File: config.mk
export PLATFORM = sky130hd
export DESIGN_NAME = tablet_event_accumulator_core
export DESIGN_NICKNAME = d
export VERILOG_FILES = /design/src/hdl/tea_pkg.sv /design/src/hdl/tea_front.sv /design/src/hdl/tea_div.sv /design/src/hdl/tea_state.sv /design/src/hdl/tablet_event_accumulator_core.sv
export SDC_FILE = /design/constraint.sdc
export NUM_CORES = 1
export LEC_CHECK = 0
export ABC_AREA = 1
export BUFFER_PORTS_ARGS = -buffer_cell sky130_fd_sc_hd__buf_2
export CAP_MARGIN = 10
export CORE_AREA = 2 2 228 230
export DETAILED_ROUTE_END_ITERATION = 16
export DIE_AREA = 0 0 230 232
export PLACE_DENSITY = 0.57
export SYNTH_ARGS = -nofsm -noshare
export SYNTH_HDL_FRONTEND = slang
export SYNTH_SLANG_ARGS = --single-unit
File: constraint.sdc
create_clock -name i_clk -period 9.5 [get_ports i_clk]
set_input_delay 1.9 -clock i_clk [delete_from_list [all_inputs] [get_ports i_clk]]
set_output_delay 1.9 -clock i_clk [all_outputs]
set_load 0.01 [all_outputs]
File: src/hdl/tea_pkg.sv
package tea_pkg;

    // Field widths
    localparam int TYPE_W  = 16;
    localparam int CODE_W  = 16;
    localparam int VALUE_W = 32;
    localparam int SIZE_W  = 14;
    localparam int POS_W   = 13;
    localparam int BTN_W   = 3;

    // Configuration port
    localparam int CFG_IDX_W = 1;
    localparam logic [CFG_IDX_W-1:0] CFG_SCREEN_WIDTH  = 1'b0;
    localparam logic [CFG_IDX_W-1:0] CFG_SCREEN_HEIGHT = 1'b1;

    // Event types and codes
    localparam logic [TYPE_W-1:0] TYPE_SYN = 16'h0000;
    localparam logic [TYPE_W-1:0] TYPE_KEY = 16'h0001;
    localparam logic [TYPE_W-1:0] TYPE_ABS = 16'h0003;

    localparam logic [CODE_W-1:0] CODE_AXIS_X     = 16'h0000;
    localparam logic [CODE_W-1:0] CODE_AXIS_Y     = 16'h0001;
    localparam logic [CODE_W-1:0] CODE_KEY_LEFT   = 16'h0110;
    localparam logic [CODE_W-1:0] CODE_KEY_RIGHT  = 16'h0111;
    localparam logic [CODE_W-1:0] CODE_KEY_MIDDLE = 16'h0112;
    localparam logic [CODE_W-1:0] CODE_REPORT     = 16'h0000;

    localparam logic [BTN_W-1:0] MASK_LEFT   = 3'b001;
    localparam logic [BTN_W-1:0] MASK_RIGHT  = 3'b010;
    localparam logic [BTN_W-1:0] MASK_MIDDLE = 3'b100;

    // Reset values and limits
    localparam logic [SIZE_W-1:0] RESET_WIDTH  = 14'd1024;
    localparam logic [SIZE_W-1:0] RESET_HEIGHT = 14'd768;
    localparam logic [POS_W-1:0]  RESET_X      = 13'd512;
    localparam logic [POS_W-1:0]  RESET_Y      = 13'd384;
    localparam logic [POS_W-1:0]  POS_LIMIT    = 13'd8191;

    localparam int AXIS_MAX_DEF = 32767;

    // Decoded operation that travels down the pipeline with each item
    typedef struct packed {
        logic             axis_x;
        logic             axis_y;
        logic             key_wr;
        logic [BTN_W-1:0] key_mask;
        logic             key_press;
        logic             report;
    } t_op;

endpackage

File: src/hdl/tea_front.sv
module tea_front
    import tea_pkg::*;
#(
    parameter int AXIS_MAX = AXIS_MAX_DEF,
    parameter int PROD_W   = $clog2(AXIS_MAX + 1) + SIZE_W
) (
    input  logic                      i_clk,
    input  logic                      i_load,
    input  logic                      i_adv,
    input  logic [TYPE_W-1:0]         i_ev_type,
    input  logic [CODE_W-1:0]         i_ev_code,
    input  logic signed [VALUE_W-1:0] i_ev_value,
    input  logic [SIZE_W-1:0]         i_width,
    input  logic [SIZE_W-1:0]         i_height,
    output t_op                       o_op,
    output logic [PROD_W-1:0]         o_prod
);

    localparam int AXIS_W = $clog2(AXIS_MAX + 1);

    logic [TYPE_W-1:0]  r_type;
    logic [CODE_W-1:0]  r_code;
    logic [VALUE_W-1:0] r_value;
    t_op                r_op;
    logic [PROD_W-1:0]  r_prod;

    t_op                n_op;
    logic [PROD_W-1:0]  n_prod;
    logic [AXIS_W-1:0]  clamped;
    logic [SIZE_W-1:0]  size;
    logic [SIZE_W-1:0]  span;

    // Decode type and code
    always_comb begin
        n_op = '0;
        n_op.key_press = (r_value != '0);
        case (r_type)
            TYPE_ABS: begin
                n_op.axis_x = (r_code == CODE_AXIS_X);
                n_op.axis_y = (r_code == CODE_AXIS_Y);
            end
            TYPE_KEY: begin
                case (r_code)
                    CODE_KEY_LEFT:   n_op.key_mask = MASK_LEFT;
                    CODE_KEY_RIGHT:  n_op.key_mask = MASK_RIGHT;
                    CODE_KEY_MIDDLE: n_op.key_mask = MASK_MIDDLE;
                    default:         n_op.key_mask = '0;
                endcase
                n_op.key_wr = (n_op.key_mask != '0);
            end
            TYPE_SYN: begin
                n_op.report = (r_code == CODE_REPORT);
            end
            default: begin
                n_op = '0;
            end
        endcase
    end

    // Clamp position, pick span, multiply
    always_comb begin
        if (r_value[VALUE_W-1]) begin
            clamped = '0;
        end else if (r_value[VALUE_W-2:0] > (VALUE_W-1)'(AXIS_MAX)) begin
            clamped = AXIS_W'(AXIS_MAX);
        end else begin
            clamped = r_value[AXIS_W-1:0];
        end
        size   = (r_code == CODE_AXIS_X) ? i_width : i_height;
        span   = (size == '0) ? '0 : size - SIZE_W'(1);
        n_prod = PROD_W'(clamped) * PROD_W'(span);
    end

    always_ff @(posedge i_clk) begin
        if (i_load) begin
            r_type  <= i_ev_type;
            r_code  <= i_ev_code;
            r_value <= i_ev_value;
        end
        if (i_adv) begin
            r_op   <= n_op;
            r_prod <= n_prod;
        end
    end

    assign o_op   = r_op;
    assign o_prod = r_prod;

endmodule

File: src/hdl/tea_div.sv
module tea_div
    import tea_pkg::*;
#(
    parameter int AXIS_MAX = AXIS_MAX_DEF,
    parameter int PROD_W   = $clog2(AXIS_MAX + 1) + SIZE_W,
    parameter int REM_W    = $clog2(AXIS_MAX + 1) + 1
) (
    input  logic               i_clk,
    input  logic               i_adv1,
    input  logic               i_adv2,
    input  t_op                i_op,
    input  logic [PROD_W-1:0]  i_prod,
    output t_op                o_op,
    output logic [SIZE_W-1:0]  o_quot,
    output logic [REM_W-1:0]   o_rem
);

    // Estimate floor(p / AXIS_MAX) by a truncated reciprocal; the estimate
    // is low by at most one, fixed after the remainder is known.
    localparam longint unsigned RECIP = (64'd1 << PROD_W) / AXIS_MAX;
    localparam int RECIP_W = $clog2(RECIP + 1);
    localparam int MUL_W   = PROD_W + RECIP_W;

    t_op               r_op2;
    logic [PROD_W-1:0] r_prod2;
    logic [SIZE_W-1:0] r_quot2;
    t_op               r_op3;
    logic [SIZE_W-1:0] r_quot3;
    logic [REM_W-1:0]  r_rem3;

    logic [MUL_W-1:0]  est;
    logic [PROD_W-1:0] back;
    logic [PROD_W-1:0] rem;

    always_comb begin
        est  = MUL_W'(i_prod) * MUL_W'(RECIP);
        back = PROD_W'(r_quot2) * PROD_W'(AXIS_MAX);
        rem  = r_prod2 - back;
    end

    always_ff @(posedge i_clk) begin
        if (i_adv1) begin
            r_op2   <= i_op;
            r_prod2 <= i_prod;
            r_quot2 <= est[PROD_W +: SIZE_W];
        end
        if (i_adv2) begin
            r_op3   <= r_op2;
            r_quot3 <= r_quot2;
            r_rem3  <= rem[REM_W-1:0];
        end
    end

    assign o_op   = r_op3;
    assign o_quot = r_quot3;
    assign o_rem  = r_rem3;

endmodule

File: src/hdl/tea_state.sv
module tea_state
    import tea_pkg::*;
#(
    parameter int AXIS_MAX = AXIS_MAX_DEF,
    parameter int REM_W    = $clog2(AXIS_MAX + 1) + 1
) (
    input  logic              i_clk,
    input  logic              i_rst_n,
    input  logic              i_adv,
    input  t_op               i_op,
    input  logic [SIZE_W-1:0] i_quot,
    input  logic [REM_W-1:0]  i_rem,
    output logic [POS_W-1:0]  o_pos_x,
    output logic [POS_W-1:0]  o_pos_y,
    output logic [BTN_W-1:0]  o_buttons,
    output logic              o_committed
);

    logic [POS_W-1:0] r_shown_x, r_shown_y, r_stg_x, r_stg_y;
    logic [BTN_W-1:0] r_shown_btn, r_stg_btn;
    logic             r_stg_valid, r_committed;

    logic [POS_W-1:0] n_shown_x, n_shown_y, n_stg_x, n_stg_y;
    logic [BTN_W-1:0] n_shown_btn, n_stg_btn;
    logic             n_stg_valid, n_committed;

    logic [SIZE_W:0]  quot;
    logic [POS_W-1:0] pos;

    always_comb begin
        // Final quotient correction and saturation
        quot = {1'b0, i_quot} + (SIZE_W+1)'(i_rem >= REM_W'(AXIS_MAX));
        pos  = (quot > (SIZE_W+1)'(POS_LIMIT)) ? POS_LIMIT : quot[POS_W-1:0];

        n_stg_x     = i_op.axis_x ? pos : r_stg_x;
        n_stg_y     = i_op.axis_y ? pos : r_stg_y;
        n_stg_btn   = r_stg_btn;
        if (i_op.key_wr) begin
            n_stg_btn = i_op.key_press ? (r_stg_btn | i_op.key_mask)
                                       : (r_stg_btn & ~i_op.key_mask);
        end
        n_stg_valid = r_stg_valid | i_op.axis_x | i_op.axis_y | i_op.key_wr;

        n_shown_x   = r_shown_x;
        n_shown_y   = r_shown_y;
        n_shown_btn = r_shown_btn;
        n_committed = 1'b0;
        if (i_op.report && r_stg_valid) begin
            n_shown_x   = r_stg_x;
            n_shown_y   = r_stg_y;
            n_shown_btn = r_stg_btn;
            n_stg_valid = 1'b0;
            n_committed = 1'b1;
        end
    end

    always_ff @(posedge i_clk) begin
        if (!i_rst_n) begin
            r_shown_x   <= RESET_X;
            r_shown_y   <= RESET_Y;
            r_shown_btn <= '0;
            r_stg_x     <= RESET_X;
            r_stg_y     <= RESET_Y;
            r_stg_btn   <= '0;
            r_stg_valid <= 1'b0;
            r_committed <= 1'b0;
        end else if (i_adv) begin
            r_shown_x   <= n_shown_x;
            r_shown_y   <= n_shown_y;
            r_shown_btn <= n_shown_btn;
            r_stg_x     <= n_stg_x;
            r_stg_y     <= n_stg_y;
            r_stg_btn   <= n_stg_btn;
            r_stg_valid <= n_stg_valid;
            r_committed <= n_committed;
        end
    end

    // Shown state only moves when a new result loads, so it is the result
    assign o_pos_x     = r_shown_x;
    assign o_pos_y     = r_shown_y;
    assign o_buttons   = r_shown_btn;
    assign o_committed = r_committed;

endmodule

File: src/hdl/tablet_event_accumulator_core.sv
// Path: an accepted item passes the input, product, estimate, remainder and
//   result/state registers; each multiplier stage has its own register.
// Throughput: one item per cycle while the output is not stalled.
// Reset (synchronous, active low): empties the pipeline, sets screen size to
//   1024x768, shown and staged positions to 512/384, buttons to 0.
module tablet_event_accumulator_core
    import tea_pkg::*;
#(
    parameter int AXIS_MAX = AXIS_MAX_DEF
) (
    input  logic                      i_clk,
    input  logic                      i_rst_n,

    // Event items in
    input  logic                      i_valid,
    output logic                      o_stall,
    input  logic [TYPE_W-1:0]         i_ev_type,
    input  logic [CODE_W-1:0]         i_ev_code,
    input  logic signed [VALUE_W-1:0] i_ev_value,

    // Result items out
    output logic                      o_valid,
    input  logic                      i_stall,
    output logic [POS_W-1:0]          o_pos_x,
    output logic [POS_W-1:0]          o_pos_y,
    output logic [BTN_W-1:0]          o_buttons,
    output logic                      o_committed,

    // Configuration writes
    input  logic                      i_cfg_valid,
    output logic                      o_cfg_ready,
    input  logic [CFG_IDX_W-1:0]      i_cfg_index,
    input  logic [SIZE_W-1:0]         i_cfg_data
);

    localparam int AXIS_W = $clog2(AXIS_MAX + 1);
    localparam int PROD_W = AXIS_W + SIZE_W;
    localparam int REM_W  = AXIS_W + 1;
    localparam int STAGES = 4;

    // Screen size registers
    logic [SIZE_W-1:0] r_width, r_height;

    // Stage occupancy: 0 input, 1 product, 2 estimate, 3 remainder
    logic [STAGES-1:0] r_vld, n_vld, mv;
    logic              r_out_valid, n_out_valid;
    logic              accept;

    t_op               s1_op, s3_op;
    logic [PROD_W-1:0] s1_prod;
    logic [SIZE_W-1:0] s3_quot;
    logic [REM_W-1:0]  s3_rem;

    // Advance a stage when the one ahead is empty or moving on too, so bubbles
    // collapse and a waiting result holds the front only when every stage is full.
    always_comb begin
        mv[3] = r_vld[3] && (!r_out_valid || !i_stall);
        mv[2] = r_vld[2] && (!r_vld[3] || mv[3]);
        mv[1] = r_vld[1] && (!r_vld[2] || mv[2]);
        mv[0] = r_vld[0] && (!r_vld[1] || mv[1]);

        o_stall = r_vld[0] && !mv[0];
        accept  = i_valid && !o_stall;

        n_vld[0] = (r_vld[0] && !mv[0]) || accept;
        n_vld[1] = (r_vld[1] && !mv[1]) || mv[0];
        n_vld[2] = (r_vld[2] && !mv[2]) || mv[1];
        n_vld[3] = (r_vld[3] && !mv[3]) || mv[2];
        n_out_valid = (r_out_valid && i_stall) || mv[3];
    end

    always_ff @(posedge i_clk) begin
        if (!i_rst_n) begin
            r_vld       <= '0;
            r_out_valid <= 1'b0;
            r_width     <= RESET_WIDTH;
            r_height    <= RESET_HEIGHT;
        end else begin
            r_vld       <= n_vld;
            r_out_valid <= n_out_valid;
            if (i_cfg_valid) begin
                case (i_cfg_index)
                    CFG_SCREEN_WIDTH:  r_width  <= i_cfg_data;
                    CFG_SCREEN_HEIGHT: r_height <= i_cfg_data;
                    default:           r_width  <= r_width;
                endcase
            end
        end
    end

    assign o_cfg_ready = 1'b1;
    assign o_valid     = r_out_valid;

    // Decode, clamp and scale multiply
    tea_front #(
        .AXIS_MAX (AXIS_MAX),
        .PROD_W   (PROD_W)
    ) u_front (
        .i_clk      (i_clk),
        .i_load     (accept),
        .i_adv      (mv[0]),
        .i_ev_type  (i_ev_type),
        .i_ev_code  (i_ev_code),
        .i_ev_value (i_ev_value),
        .i_width    (r_width),
        .i_height   (r_height),
        .o_op       (s1_op),
        .o_prod     (s1_prod)
    );

    // Divide by the axis range: reciprocal estimate, then remainder
    tea_div #(
        .AXIS_MAX (AXIS_MAX),
        .PROD_W   (PROD_W),
        .REM_W    (REM_W)
    ) u_div (
        .i_clk  (i_clk),
        .i_adv1 (mv[1]),
        .i_adv2 (mv[2]),
        .i_op   (s1_op),
        .i_prod (s1_prod),
        .o_op   (s3_op),
        .o_quot (s3_quot),
        .o_rem  (s3_rem)
    );

    // Staged and shown state; the shown state is the result register
    tea_state #(
        .AXIS_MAX (AXIS_MAX),
        .REM_W    (REM_W)
    ) u_state (
        .i_clk       (i_clk),
        .i_rst_n     (i_rst_n),
        .i_adv       (mv[3]),
        .i_op        (s3_op),
        .i_quot      (s3_quot),
        .i_rem       (s3_rem),
        .o_pos_x     (o_pos_x),
        .o_pos_y     (o_pos_y),
        .o_buttons   (o_buttons),
        .o_committed (o_committed)
    );

    // Only a sync report item may commit
    a_commit_only_on_report: assert property (@(posedge i_clk) disable iff (!i_rst_n)
        (mv[3] && !s3_op.report) |=> !o_committed)
        else $error("commit flagged for a non-report item");

    // The front only holds off new items when its input register is occupied
    a_stall_needs_item: assert property (@(posedge i_clk) disable iff (!i_rst_n)
        o_stall |-> r_vld[0])
        else $error("input stalled with an empty input register");

    // An item leaving the last stage always lands in the result register
    a_result_loads: assert property (@(posedge i_clk) disable iff (!i_rst_n)
        mv[3] |=> o_valid)
        else $error("result lost between last stage and output");

endmodule

; ---- Word-level counts from Yosys, hierarchy flattened
; Index checks and enable logic that the tools add are counted.
; Widths: inputs -> output; s select.
[word_totals]
wordCells = 111
regBits = 270
[classes]
addsub = 3
n_eq_ne = 6
mul = 2
muxes = 10
n_bitwise = 7
n_reduce_logical = 42
order_cmp = 3
[op_table]
columns = op, count
row1 = $eq 16x9->1 const B, 3
row2 = $eq 16x1->1 const B, 2
row3 = $logic_not 16->1, 2
row4 = $reduce_bool 32->1, 1
row5 = $gt 31x15->1 const B, 1
row6 = $mux 15, 2
row7 = $mul 15x14->29, 1
row8 = $mux 14, 2
row9 = $eq 16x2->1 const B, 1
row10 = $ge 16x15->1 const B, 1
row11 = $mul 14x15->16 const B, 1
row12 = $sub 16x16->16, 1
row13 = $add 14x1->15, 1
row14 = $gt 15x13->1 const B, 1
row15 = $logic_not 14->1, 1
row16 = $sub 14x1->14 const B, 1
row17 = $mux 13, 1
row18 = $reduce_and 2->1, 6
row19 = $logic_and 1x1->1, 11
row20 = $logic_not 1->1, 10
row21 = $logic_or 1x1->1, 9
row22 = $pmux 3 s3, 1
row23 = $mux 3, 2
row24 = $and 3x3->3, 1
row25 = 7 further kinds, 10

; ---- Logic depth before layout (Yosys ltp)
; Gate-level depths: netlist (run 1).
[depth]
ltp_word = 14
ltp_mapped = 37

; ---- Cells and area by module
; A second synthesis (run 1) with hierarchy kept.
[unflattened]
cells_unflattened = 2243
hier_area_um2 = 20774.9
[by_module_without_submodules]
columns = mod, n_inst, cells_each, area_per_inst_um2
row1 = tea_front, 1, 1240, 11397.2
row2 = tea_div, 1, 495, 5586.6
row3 = tea_state, 1, 351, 2568.7
row4 = tablet_event_accumulator_core, 1, 157, 1222.4

; ---- Least setup slack after synthesis (run 1)
; No wires, ideal clock.
[synth_path]
path_type = register -> register
startpoint = reg u_front.r_code[5]
endpoint = reg u_front.r_prod[18], in the netlist u_front.o_prod[18] (data pin)
path_stages_with_launch = 34
path_slack_ns = 2.817
setup_ns = 0.262
synth_period_minus_slack_ns = 6.683
arrival_ns = 6.421
path_cell_list = edfxtp_1 nor2_2 nand2_1 nor2_4 buf_6 nand3_1 nand2_1 ha_1 nand3_2 nor2_4 nand3_4 buf_6 nand2_4 nor2_1 fa_1 inv_1 fa_1 inv_1 fa_1 inv_1 fa_1 inv_1 fa_1 inv_1 fa_1 inv_1 ha_1 a21oi_1 o21ai_0 nand2_1 nand2_1 a31oi_1 o21bai_1 xor2_1
[synth_via]
elab_chain_len = 5
elab_cells_between_ends = 6
classes_between = 1 x add/sub / 1 x mul / 2 x mux / 2 x reduce/logical
[synth_lines]
columns = item, line
row1 = "start, declared", tea_front.sv:22  ; logic [CODE_W-1:0] r_code;
row2 = "start signal, assigned", tea_front.sv:77  ; r_code <= i_ev_code;
row3 = $logic_not 16->1 (*), tea_front.sv:69  ; size = (r_code == CODE_AXIS_X) ? i_width : i_height;
row4 = $mux 14 (*), tea_front.sv:69
row5 = $sub 14x1->14 / $logic_not 14->1 (equally long branches), tea_front.sv:70  ; span = (size == '0) ? '0 : size - SIZE_W'(1);
row6 = $mux 14 (*), tea_front.sv:70
row7 = $mul 15x14->29 (*), tea_front.sv:71  ; n_prod = PROD_W'(clamped) * PROD_W'(span);
row8 = via u_front.n_prod[18], tea_front.sv:28  ; logic [PROD_W-1:0] n_prod;
row9 = "end signal, assigned", tea_front.sv:82  ; r_prod <= n_prod;
row10 = "end, declared", tea_front.sv:25  ; logic [PROD_W-1:0] r_prod;
; Mark *: on every way through the listed nets, which the timed path passes. The rest lies on a longest branch.
; A chain may end at the register's enable or synchronous reset.

; ---- Worst setup path in the final report (run 1)
[layout_path]
startpoint = reg u_front.r_code[5]
endpoint = reg u_front.r_prod[27], in the netlist u_front.o_prod[27] (data pin)
; Same word-level chain as after synthesis.

==> results.py, run 1 <==
metrics = {
    "status": {
        "status": "finished clean",
    },
    "yosys": {
        "seq_area_frac_synth": 0.3557,
        "postSynthCellCount": 2062,
        "synth_top_area_share": 0.2630,
        "yosysWarnings": 0,
        "synth-compound-area-share": 0.06688,
        "muxShareOfSynthArea": 0,
        "synth_xor_area_frac": 0.02616,
        "synth_top_family_by_area": "adder cells",
        "yosysTopAreaCell": "edfxtp_1",
        "synth-main-ff-cell": "edfxtp_1",
        "async_flop_share": 0,
        "syn_nets": 2516,
        "ys_seq_elements": 269,
        "synth_simple_gate_area_frac": 0.1496,
        "netlist_area_sq_um": 20090,
        "synth.area.top_cells": "edfxtp_1, fa_1, dfxtp_1",
        "synth-edff-count": 176,
        "synthAdderAreaFrac": 0.3141,
        "avgSynthCellArea_sq_um": 9.744,
        "ys_types": 49,
    },
    "sta": {
        "relSlewSlack": 0.2679,
        "fin_skew_ps": 22.20,
        "rsz0062_at_grt": "false",
        "finalSetupTns_ps": 0,
        "worst_slew_pin_slew_ps": 1095,
        "final.min_clock_period_ps": 8263,
        "fmax_ghz": 0.1210,
        "fin_crit_sh": 0.8698,
        "maxSlewViolCount": 0,
        "report.final.hold_viol_count": 0,
        "setup_viol": 0,
    },
    "worst_setup_path": {
        "cp-end-kind": "register",
        "worst-endpoint-required_ps": 9800,
        "start_kind": "register",
        "timing_worst_setup_path_type": "register to register",
        "cp_data_arrival_time_ps": 8570,
        "crit_slowest_cell": "o21ai_0",
        "cpPeakStageDelay_ps": 630,
        "path_max_fanout": 31,
        "cp.buffers_inverters": 7,
        "crit_family": "adder cells",
        "critPathMostFrequentCell": "inv_1",
    },
    "global_routing": {
        "grt_usage": 0.1817,
        "grt_max_degree": 83,
        "grt-ovfl-total": 0,
        "grt_pass1_vias": 14387,
        "antenna_found_initial": 1,
        "grt_pass1_wl_um": 76360,
    },
    "layout": {
        "final_cell_mix": "inv_1, nand2_1, fa_1",
        "layout.nets": 2621,
        "final_common_cell": "inv_1",
        "area_growth_pct": 11.13,
        "layout-drive-gt1-share": 0.1015,
        "diodes": 0,
    },
    "clock_tree": {
        "root_buffer": "clkbuf_16",
        "post_cts_resized": 0,
        "cts_made_buffers": 29,
        "clkLatencyLatePin_ps": 580,
        "htree_levels": 1,
        "clock-sinks": 269,
        "clockBufferDepth": 3,
        "cts_setup_buffers": 0,
        "cts_hold_buf": 0,
        "cts_tree": "built",
        "clkSlewWorstSetupHoldPaths_ps": 60,
    },
    "route": {
        "wl_per_cell_um": 16.63,
        "drtAntennaViolNets": 0,
        "viasPerCell": 4.905,
        "vias": 14067,
        "drt-initial-drc-count": 708,
        "wl_um": 47690,
        "firstDrtPassIters": 5,
        "drcViolationCount": 0,
    },
    "run": {
        "max_cap_viol_count": 0,
    },
    "die": {
        "die_w_um": 230,
        "die_h_um": 232,
        "die_area_sq_um": 53360,
        "io_pins": 117,
        "start_util": 0.3948,
        "rows": 83,
        "core-area_sq_um": 50890,
    },
    "place": {
        "port_buffers": 115,
        "place_hpwl_um": 38300,
        "routabilityCongestion": 0.9407,
    },
    "worst_hold_path": {
        "hp-class": "register to register",
    },
}
==> stage by stage <==
stage / instances / hold slack, ps / instance area [sq um] / setup slack (ps) / utilization
final: 2868 / 411.6 / 22330 / 1237 / 0.4388
after global routing: 2868 / 425.6 / 22330 / 739.9 / 0.4388
after CTS: 2867 / 414.8 / 22310 / 1295 / 0.4384
after detailed placement: 2815 / 404.5 / 21330 / 1308 / 0.4192
after global placement: 2815 / 401.1 / 21330 / 1477 / 0.4192
after floorplan: 2062 / 400.3 / 20090 / 2817 / -
==> worst register-to-register path: cells and delay by family (launching register included) <==
kind | cells | cell delay (ps)
buffers and inverters | 7 | 390
and+or+nand+nor | 10 | 2490
DFF | 1 | 410
adders and majority gates | 7 | 3480
xor gates and xnor gates | 1 | 100
AOI/OAI and AO/OA | 3 | 1130
==> registers in the layout, summed over array words and instances (netlist names), 14 cells and up, named ones only <==
register	cells
r_width	14
u_front.o_prod	29
u_front.r_value	32
u_div.r_prod2	15
u_div.o_quot	14
u_front.r_type	16
u_front.r_code	16
r_height	14
u_div.r_quot2	14
u_div.o_rem	16
==> cells in the mapped netlist, types with 2 or more instances <==
library cell / instances
nand3b_1: 3
nand2_4: 4
ha_1: 146
inv_1: 385
o21ai_1: 9
xor2_1: 39
dfxtp_1: 93
fa_1: 224
clkbuf_1: 32
inv_2: 7
nor2_2: 4
clkinv_1: 4
and2_1: 3
nor3b_1: 2
a21o_1: 2
and2_0: 2
buf_2: 7
edfxtp_1: 176
a31oi_1: 2
nand3_1: 102
buf_6: 7
nor3_1: 12
nor2_4: 4
buf_4: 4
o21a_1: 2
nand2_2: 9
nand3_2: 3
nand3_4: 4
o21bai_1: 5
or2_2: 5
xnor2_1: 21
nand2_1: 227
o21ai_0: 112
nor4_1: 15
nor2_1: 216
nand4_1: 41
a21boi_0: 2
o211ai_1: 5
a21oi_1: 111
nand4_2: 2
==> routing by layer <==
metal | global-route usage | vias to the layer above | wire (um)
li1 | - | 6840 | -
met1 | 0.2406 | 6781 | 20950
met2 | 0.3116 | 383 | 22920
met3 | 0.02603 | 61 | 2686
met4 | 0.04980 | 2 | 1119
met5 | 0 | - | 9
==> path summary, 6_finish.rpt <==
check	startpoint	to	slack, ps	cells past startpoint
worst max-delay path	u_front.r_code[5]$_DFFE_PP_	u_front.o_prod[27]$_DFFE_PP_	1240	28
worst max register to register	u_front.r_code[5]$_DFFE_PP_	u_front.o_prod[27]$_DFFE_PP_	1240	28
worst min register to register	u_front.o_prod[28]$_DFFE_PP_	u_div.r_quot2[13]$_DFFE_PP_	410	0
worst min-delay path	u_front.o_prod[28]$_DFFE_PP_	u_div.r_quot2[13]$_DFFE_PP_	410	0
==> final cells by class <==
class | count | area, sq um
fill | 4988 | 28560
multi-input combinational | 1346 | 11210
sequential | 269 | 7147
inverter | 396 | 1486
clock buffer | 42 | 879.6
tap | 680 | 850.8
timing repair buffer | 125 | 663.1
clock inverter | 10 | 96.34
==> kinds of logic (layout without fill, tap and decap cells) <==
kind of cell | count (synthesis) | count (layout)
adder cells (fa/ha/maj) | 370 | 370
other | 1 | 1
flip-flops | 269 | 269
buffers and inverters | 447 | 573
AND/OR/NAND/NOR | 660 | 660
XOR/XNOR | 60 | 60
AO/OA/AOI/OAI | 255 | 255
Power of run 1 is not shown: default switching activity piles up to over one toggle a cycle in this logic, so the estimate is an artifact.
==> run 2, diff against run 1 <==
--- a/config.mk
+++ b/config.mk
@@ -8,10 +8,12 @@
 export ABC_AREA = 1
 export BUFFER_PORTS_ARGS = -buffer_cell sky130_fd_sc_hd__buf_2
 export CAP_MARGIN = 10
+export CELL_PAD_IN_SITES_DETAIL_PLACEMENT = 1
+export CELL_PAD_IN_SITES_GLOBAL_PLACEMENT = 1
 export CORE_AREA = 2 2 228 230
 export DETAILED_ROUTE_END_ITERATION = 16
 export DIE_AREA = 0 0 230 232
-export PLACE_DENSITY = 0.57
+export PLACE_DENSITY = 0.69
 export SYNTH_ARGS = -nofsm -noshare
 export SYNTH_HDL_FRONTEND = slang
 export SYNTH_SLANG_ARGS = --single-unit
==> run 2 against run 1 <==
- worst setup slack better by 160 ps
- die area stayed put
- count of clock-buffer cells in the layout is 3 higher
==> results.py, run 2 (synthesis gave the netlist of run 1 again) <==
metrics = {
    "route": {
        "drt-initial-drc-count": 686,
        "wl_per_cell_um": 18.31,
        "firstDrtPassIters": 5,
        "drcViolationCount": 0,
        "drtAntennaViolNets": 0,
        "vias": 14392,
        "wl_um": 52610,
        "viasPerCell": 5.009,
    },
    "clock_tree": {
        "cts_hold_buf": 0,
        "cts_made_buffers": 31,
        "cts_setup_buffers": 0,
        "clockBufferDepth": 3,
        "htree_levels": 1,
        "clock-sinks": 269,
        "clkLatencyLatePin_ps": 590,
        "clkSlewWorstSetupHoldPaths_ps": 60,
        "cts_tree": "built",
        "root_buffer": "clkbuf_16",
        "post_cts_resized": 0,
    },
    "worst_setup_path": {
        "timing_worst_setup_path_type": "register to register",
        "cp_data_arrival_time_ps": 8430,
        "worst-endpoint-required_ps": 9820,
        "crit_slowest_cell": "nand2b_1",
        "crit_end": "u_front.o_prod[18]$_DFFE_PP_",
        "start_kind": "register",
        "r2r_slack_ps": 1400,
        "startpoint": "u_front.r_code[7]$_DFFE_PP_",
        "r2r-end": "u_front.o_prod[18]$_DFFE_PP_",
        "cpPeakStageDelay_ps": 620,
        "rr_startpoint": "u_front.r_code[7]$_DFFE_PP_",
        "rr_worst_depth": 30,
        "path_max_fanout": 31,
        "cp-end-kind": "register",
    },
    "worst_hold_path": {
        "hp-class": "register to register",
    },
    "die": {
        "die_h_um": 232,
        "io_pins": 117,
        "core-area_sq_um": 50890,
        "rows": 83,
        "start_util": 0.3948,
        "die_w_um": 230,
        "die_area_sq_um": 53360,
    },
    "layout": {
        "final_common_cell": "inv_1",
        "area_growth_pct": 11.55,
        "layout.nets": 2623,
        "largest_reg_flops": 32,
        "diodes": 0,
        "final_cell_mix": "inv_1, nand2_1, fa_1",
        "layout-drive-gt1-share": 0.1008,
        "regMostFlops": "u_front.r_value",
        "fin_area_sq_um": 22410,
    },
    "sta": {
        "rsz0062_at_grt": "false",
        "setup_viol": 0,
        "worst_slack_ps": 1397,
        "finalSetupTns_ps": 0,
        "fin_crit_sh": 0.8530,
        "fmax_ghz": 0.1234,
        "relSlewSlack": 0.2804,
        "fin_skew_ps": 28.41,
        "final.min_clock_period_ps": 8103,
        "worst_slew_pin_slew_ps": 1079,
        "report.final.hold_viol_count": 0,
        "maxSlewViolCount": 0,
    },
    "global_routing": {
        "grt-ovfl-total": 0,
        "grt_max_degree": 83,
        "grt_usage": 0.2026,
        "antenna_found_initial": 0,
        "grt_pass1_wl_um": 84610,
        "grt_pass1_vias": 15815,
    },
    "place": {
        "place_hpwl_um": 42770,
        "port_buffers": 115,
        "dp_slack_ps": 1371,
        "dpl_cell_area_sq_um": 21330,
        "routabilityCongestion": 0.9860,
    },
    "run": {
        "max_cap_viol_count": 0,
    },
    "status": {
        "status": "finished clean",
    },
}
[run 2: changes by cell type in the layout (fill, tap and decap cells not counted), sizes merged]
| cell | change |
|---|---|
| clkbuf | +3 |
| clkinv | -3 |
| bufinv | +2 |
| inv | +2 |
| clkinvlp | +1 |
[run 2: final cells by class]
| type | instances | area, sq um |
|---|---|---|
| Multi-Input combinational cell | 1346 | 11210 |
| Timing Repair Buffer | 125 | 663.1 |
| Sequential cell | 269 | 7147 |
| Fill cell | 5849 | 28470 |
| Clock inverter | 12 | 158.9 |
| Clock buffer | 45 | 899.6 |
| Tap cell | 680 | 850.8 |
| Inverter | 396 | 1486 |
[run 2: worst min path at each step]
stage | from | endpoint | slack, ps | depth (start not counted)
2_1_floorplan | u_div.r_op2[0]$_DFFE_PP_ | u_div.o_op[0]$_DFFE_PP_ | 400 | 0
3_3_place_gp | u_front.o_prod[28]$_DFFE_PP_ | u_div.r_quot2[13]$_DFFE_PP_ | 400 | 0
3_5_place_dp | u_div.r_op2[3]$_DFFE_PP_ | u_div.o_op[3]$_DFFE_PP_ | 410 | 0
4_1_cts | u_front.o_prod[10]$_DFFE_PP_ | u_div.r_prod2[10]$_DFFE_PP_ | 410 | 0
5_1_grt | u_front.o_prod[10]$_DFFE_PP_ | u_div.r_prod2[10]$_DFFE_PP_ | 420 | 0
6_report | u_front.o_prod[10]$_DFFE_PP_ | u_div.r_prod2[10]$_DFFE_PP_ | 410 | 0
[run 2: metrics by stage]
stage / hold slack [ps] / util / std cells
after CTS: 413.1 / 0.4400 / 2872
after global placement: 400.4 / 0.4192 / 2815
after global routing: 418.7 / 0.4404 / 2873
final: 413.4 / 0.4404 / 2873
after detailed placement: 405.6 / 0.4192 / 2815
after floorplan: 400.3 / - / 2062
[run 2: layer usage]
| layer | track usage | wire length, um | share of wire | vias up |
|---|---|---|---|---|
| li1 | - | - | - | 6825 |
| met2 | 0.3637 | 26420 | 0.50 | 323 |
| met4 | 0.05988 | 1555 | 0.030 | 0 |
| met1 | 0.2525 | 22210 | 0.42 | 7156 |
| met5 | 0 | 0 | 0 | - |
| met3 | 0.02910 | 2423 | 0.046 | 88 |
[run 2: worst max-delay path, delay by kind of cell, from the launching register on]
family	cells	cell delay (ps)
fa+ha+maj	7	3460
simple gates	11	2420
compound gates	5	1060
flops	1	430
buf+inv	6	310
xor+xnor	1	160
Power of run 2 is left out for the same reason.
==> run 3, diff against run 2 <==
--- a/config.mk
+++ b/config.mk
@@ -5,15 +5,14 @@
 export SDC_FILE = /design/constraint.sdc
 export NUM_CORES = 1
 export LEC_CHECK = 0
-export ABC_AREA = 1
 export BUFFER_PORTS_ARGS = -buffer_cell sky130_fd_sc_hd__buf_2
 export CAP_MARGIN = 10
 export CELL_PAD_IN_SITES_DETAIL_PLACEMENT = 1
 export CELL_PAD_IN_SITES_GLOBAL_PLACEMENT = 1
-export CORE_AREA = 2 2 228 230
+export CORE_AREA = 2 2 226 228
 export DETAILED_ROUTE_END_ITERATION = 16
-export DIE_AREA = 0 0 230 232
-export PLACE_DENSITY = 0.69
+export DIE_AREA = 0 0 228 230
+export PLACE_DENSITY = 0.68
 export SYNTH_ARGS = -nofsm -noshare
 export SYNTH_HDL_FRONTEND = slang
 export SYNTH_SLANG_ARGS = --single-unit
==> run 3 against run 2 <==
- sequential share of layout area grew 0.10 points
- count of clock-buffer cells in the layout shrank 1
- via count shrank 3.9%
- non-clock buffer count up 28
==> results.py, run 3 <==
metrics = {
    "die": {
        "start_util": 0.3955,
        "die_area_sq_um": 52440,
        "rows": 82,
        "core-area_sq_um": 49860,
        "io_pins": 117,
        "die_h_um": 230,
        "die_w_um": 228,
    },
    "clock_tree": {
        "clkLatencyLatePin_ps": 540,
        "clockBufferDepth": 3,
        "cts_tree": "built",
        "root_buffer": "clkbuf_16",
        "clkSlewWorstSetupHoldPaths_ps": 50,
        "htree_levels": 2,
        "cts_hold_buf": 0,
        "cts_made_buffers": 34,
        "clock-sinks": 269,
    },
    "yosys": {
        "postSynthCellCount": 1909,
        "netlist_area_sq_um": 19720,
        "yosysTopAreaCell": "edfxtp_1",
        "synth_most_common_cell": "inv_1",
        "synth.area.top_cells": "edfxtp_1, fa_1, dfxtp_1",
        "async_flop_share": 0,
        "ys_seq_elements": 269,
        "synth_top_area_share": 0.2680,
        "yosysWarnings": 0,
        "avgSynthCellArea_sq_um": 10.33,
        "synth-main-ff-cell": "edfxtp_1",
        "ys_types": 67,
        "synth-edff-count": 176,
        "syn_nets": 2363,
        "yosys-top-cells-count": "inv_1, nand2_1, fa_1, edfxtp_1, nor2_1",
        "seq_area_frac_synth": 0.3624,
    },
    "sta": {
        "worst_slew_pin_slew_ps": 1163,
        "relSlewSlack": 0.2249,
        "maxSlewViolCount": 0,
        "final.min_clock_period_ps": 8898,
        "rsz0062_at_grt": "false",
        "finalSetupTns_ps": 0,
        "fin_skew_ps": 20.01,
        "setup_viol": 0,
        "report.final.hold_viol_count": 0,
        "fin_crit_sh": 0.9366,
        "fmax_ghz": 0.1124,
    },
    "worst_hold_path": {
        "hp-class": "register to register",
    },
    "worst_setup_path": {
        "path_max_fanout": 7,
        "timing_worst_setup_path_type": "register to register",
        "r2r-end": "u_front.o_prod[15]$_DFFE_PP_",
        "start_kind": "register",
        "startpoint": "u_front.r_code[5]$_DFFE_PP_",
        "crit_end": "u_front.o_prod[15]$_DFFE_PP_",
        "cp-end-kind": "register",
        "crit_slowest_cell": "o311ai_0",
        "rr_worst_depth": 31,
        "cp_data_arrival_time_ps": 9160,
        "worst-endpoint-required_ps": 9760,
        "r2r_slack_ps": 600,
        "rr_startpoint": "u_front.r_code[5]$_DFFE_PP_",
        "cpPeakStageDelay_ps": 800,
    },
    "route": {
        "drcViolationCount": 0,
        "drtAntennaViolNets": 0,
        "vias": 13825,
        "viasPerCell": 5.053,
        "firstDrtPassIters": 4,
        "drt-initial-drc-count": 546,
        "wl_um": 51500,
        "wl_per_cell_um": 18.82,
    },
    "layout": {
        "area_growth_pct": 13.28,
        "regMostFlops": "u_front.r_value",
        "fillerInstances": 5598,
        "layout-drive-gt1-share": 0.1217,
        "largest_reg_flops": 32,
        "final_common_cell": "inv_1",
        "layout.nets": 2491,
        "final_cell_mix": "inv_1, nand2_1, fa_1",
    },
    "status": {
        "status": "finished clean",
    },
    "global_routing": {
        "grt_pass1_vias": 15514,
        "grt_pass1_wl_um": 82900,
        "grt_max_degree": 85,
        "antenna_found_initial": 2,
        "grt-ovfl-total": 0,
        "grt_usage": 0.2030,
    },
    "place": {
        "routabilityCongestion": 0.9013,
        "port_buffers": 115,
        "place_hpwl_um": 41690,
    },
    "run": {
        "max_cap_viol_count": 0,
    },
}
## run 3: cell count changes in the layout (fill, tap and decap cells not counted), moves of 27 or more
cell     before  now
nand3_1     102   38
nor3_1       12   43
nand4_1      41    9
xnor2_1      21   54
o21ai_0     112   24
inv_1       384  285
nand2_1     227  266
nor2_1      214  175
buf_4         9   36
## run 3: timing repair
action,CTS,global route
buffers inserted,0,1
resized for setup,0,9
setup endpoints to repair,0,4
## run 3: critical path: cells and delay by family (launching register included)
family / cells / cell delay [ps]
AO/OA/AOI/OAI: 6 / 1900
XOR/XNOR: 1 / 140
adder cells (fa/ha/maj): 7 / 3450
buffers and inverters: 8 / 760
flip-flops: 1 / 420
AND/OR/NAND/NOR: 9 / 1940
## run 3: kinds of logic after synthesis
kind of cell,share of synthesized area
simple gates,0.1455
fa+ha+maj,0.3200
buf+inv,0.06870
flops,0.3624
compound gates,0.05824
xor+xnor,0.03375
mux,0.01123
other cells,0.0001901
## run 3: worst min path at each step
| stage | startpoint | endpoint | slack [ps] | cells past startpoint |
|---|---|---|---|---|
| finish | u_front.o_prod[23]$_DFFE_PP_ | u_div.r_quot2[8]$_DFFE_PP_ | 420 | 0 |
| global route | u_front.o_op[7]$_SDFFCE_PN0P_ | u_div.r_op2[7]$_DFFE_PP_ | 420 | 0 |
| CTS | u_front.o_prod[5]$_DFFE_PP_ | u_div.r_prod2[5]$_DFFE_PP_ | 420 | 0 |
| detailed placement | u_front.o_op[7]$_SDFFCE_PN0P_ | u_div.r_op2[7]$_DFFE_PP_ | 410 | 0 |
| global placement | u_front.o_op[2]$_SDFFCE_PN0P_ | u_div.r_op2[2]$_DFFE_PP_ | 400 | 0 |
| floorplan | u_div.r_op2[0]$_DFFE_PP_ | u_div.o_op[0]$_DFFE_PP_ | 400 | 0 |
## run 3: stage by stage
stage                     instances  hold slack, ps    util  setup WS [ps]  instance area (sq um)
after floorplan                1909           400.3       -          899.2                  19720
after global placement         2672           401.3  0.4245          521.6                  21170
after detailed placement       2672           405.2  0.4245          397.8                  21170
after CTS                      2734           416.9  0.4469          355.5                  22290
after global routing           2736           419.7  0.4481          112.5                  22340
final                          2736           415.6  0.4481          602.1                  22340
## run 3: cell type report
type                    instances  area (sq um)  area share
repair buffers                153         868.3     0.03887
clock buffers                  44         962.2     0.04307
inverters                     286          1074     0.04805
clock inverters                18         153.9    0.006888
diodes                          1         2.502   0.0001120
well taps                     672         840.8     0.03763
multi-input cells            1293         11290      0.5055
flip-flops and latches        269          7147      0.3199
## run 3: per-layer routing
metal	up-vias	global-route usage	wire (um)
met5	-	0	8
met4	2	0.06801	1433
met3	79	0.04415	2687
met2	279	0.3491	25450
met1	6999	0.2535	21910
li1	6466	-	-
Power of run 3 is left out for the same reason.
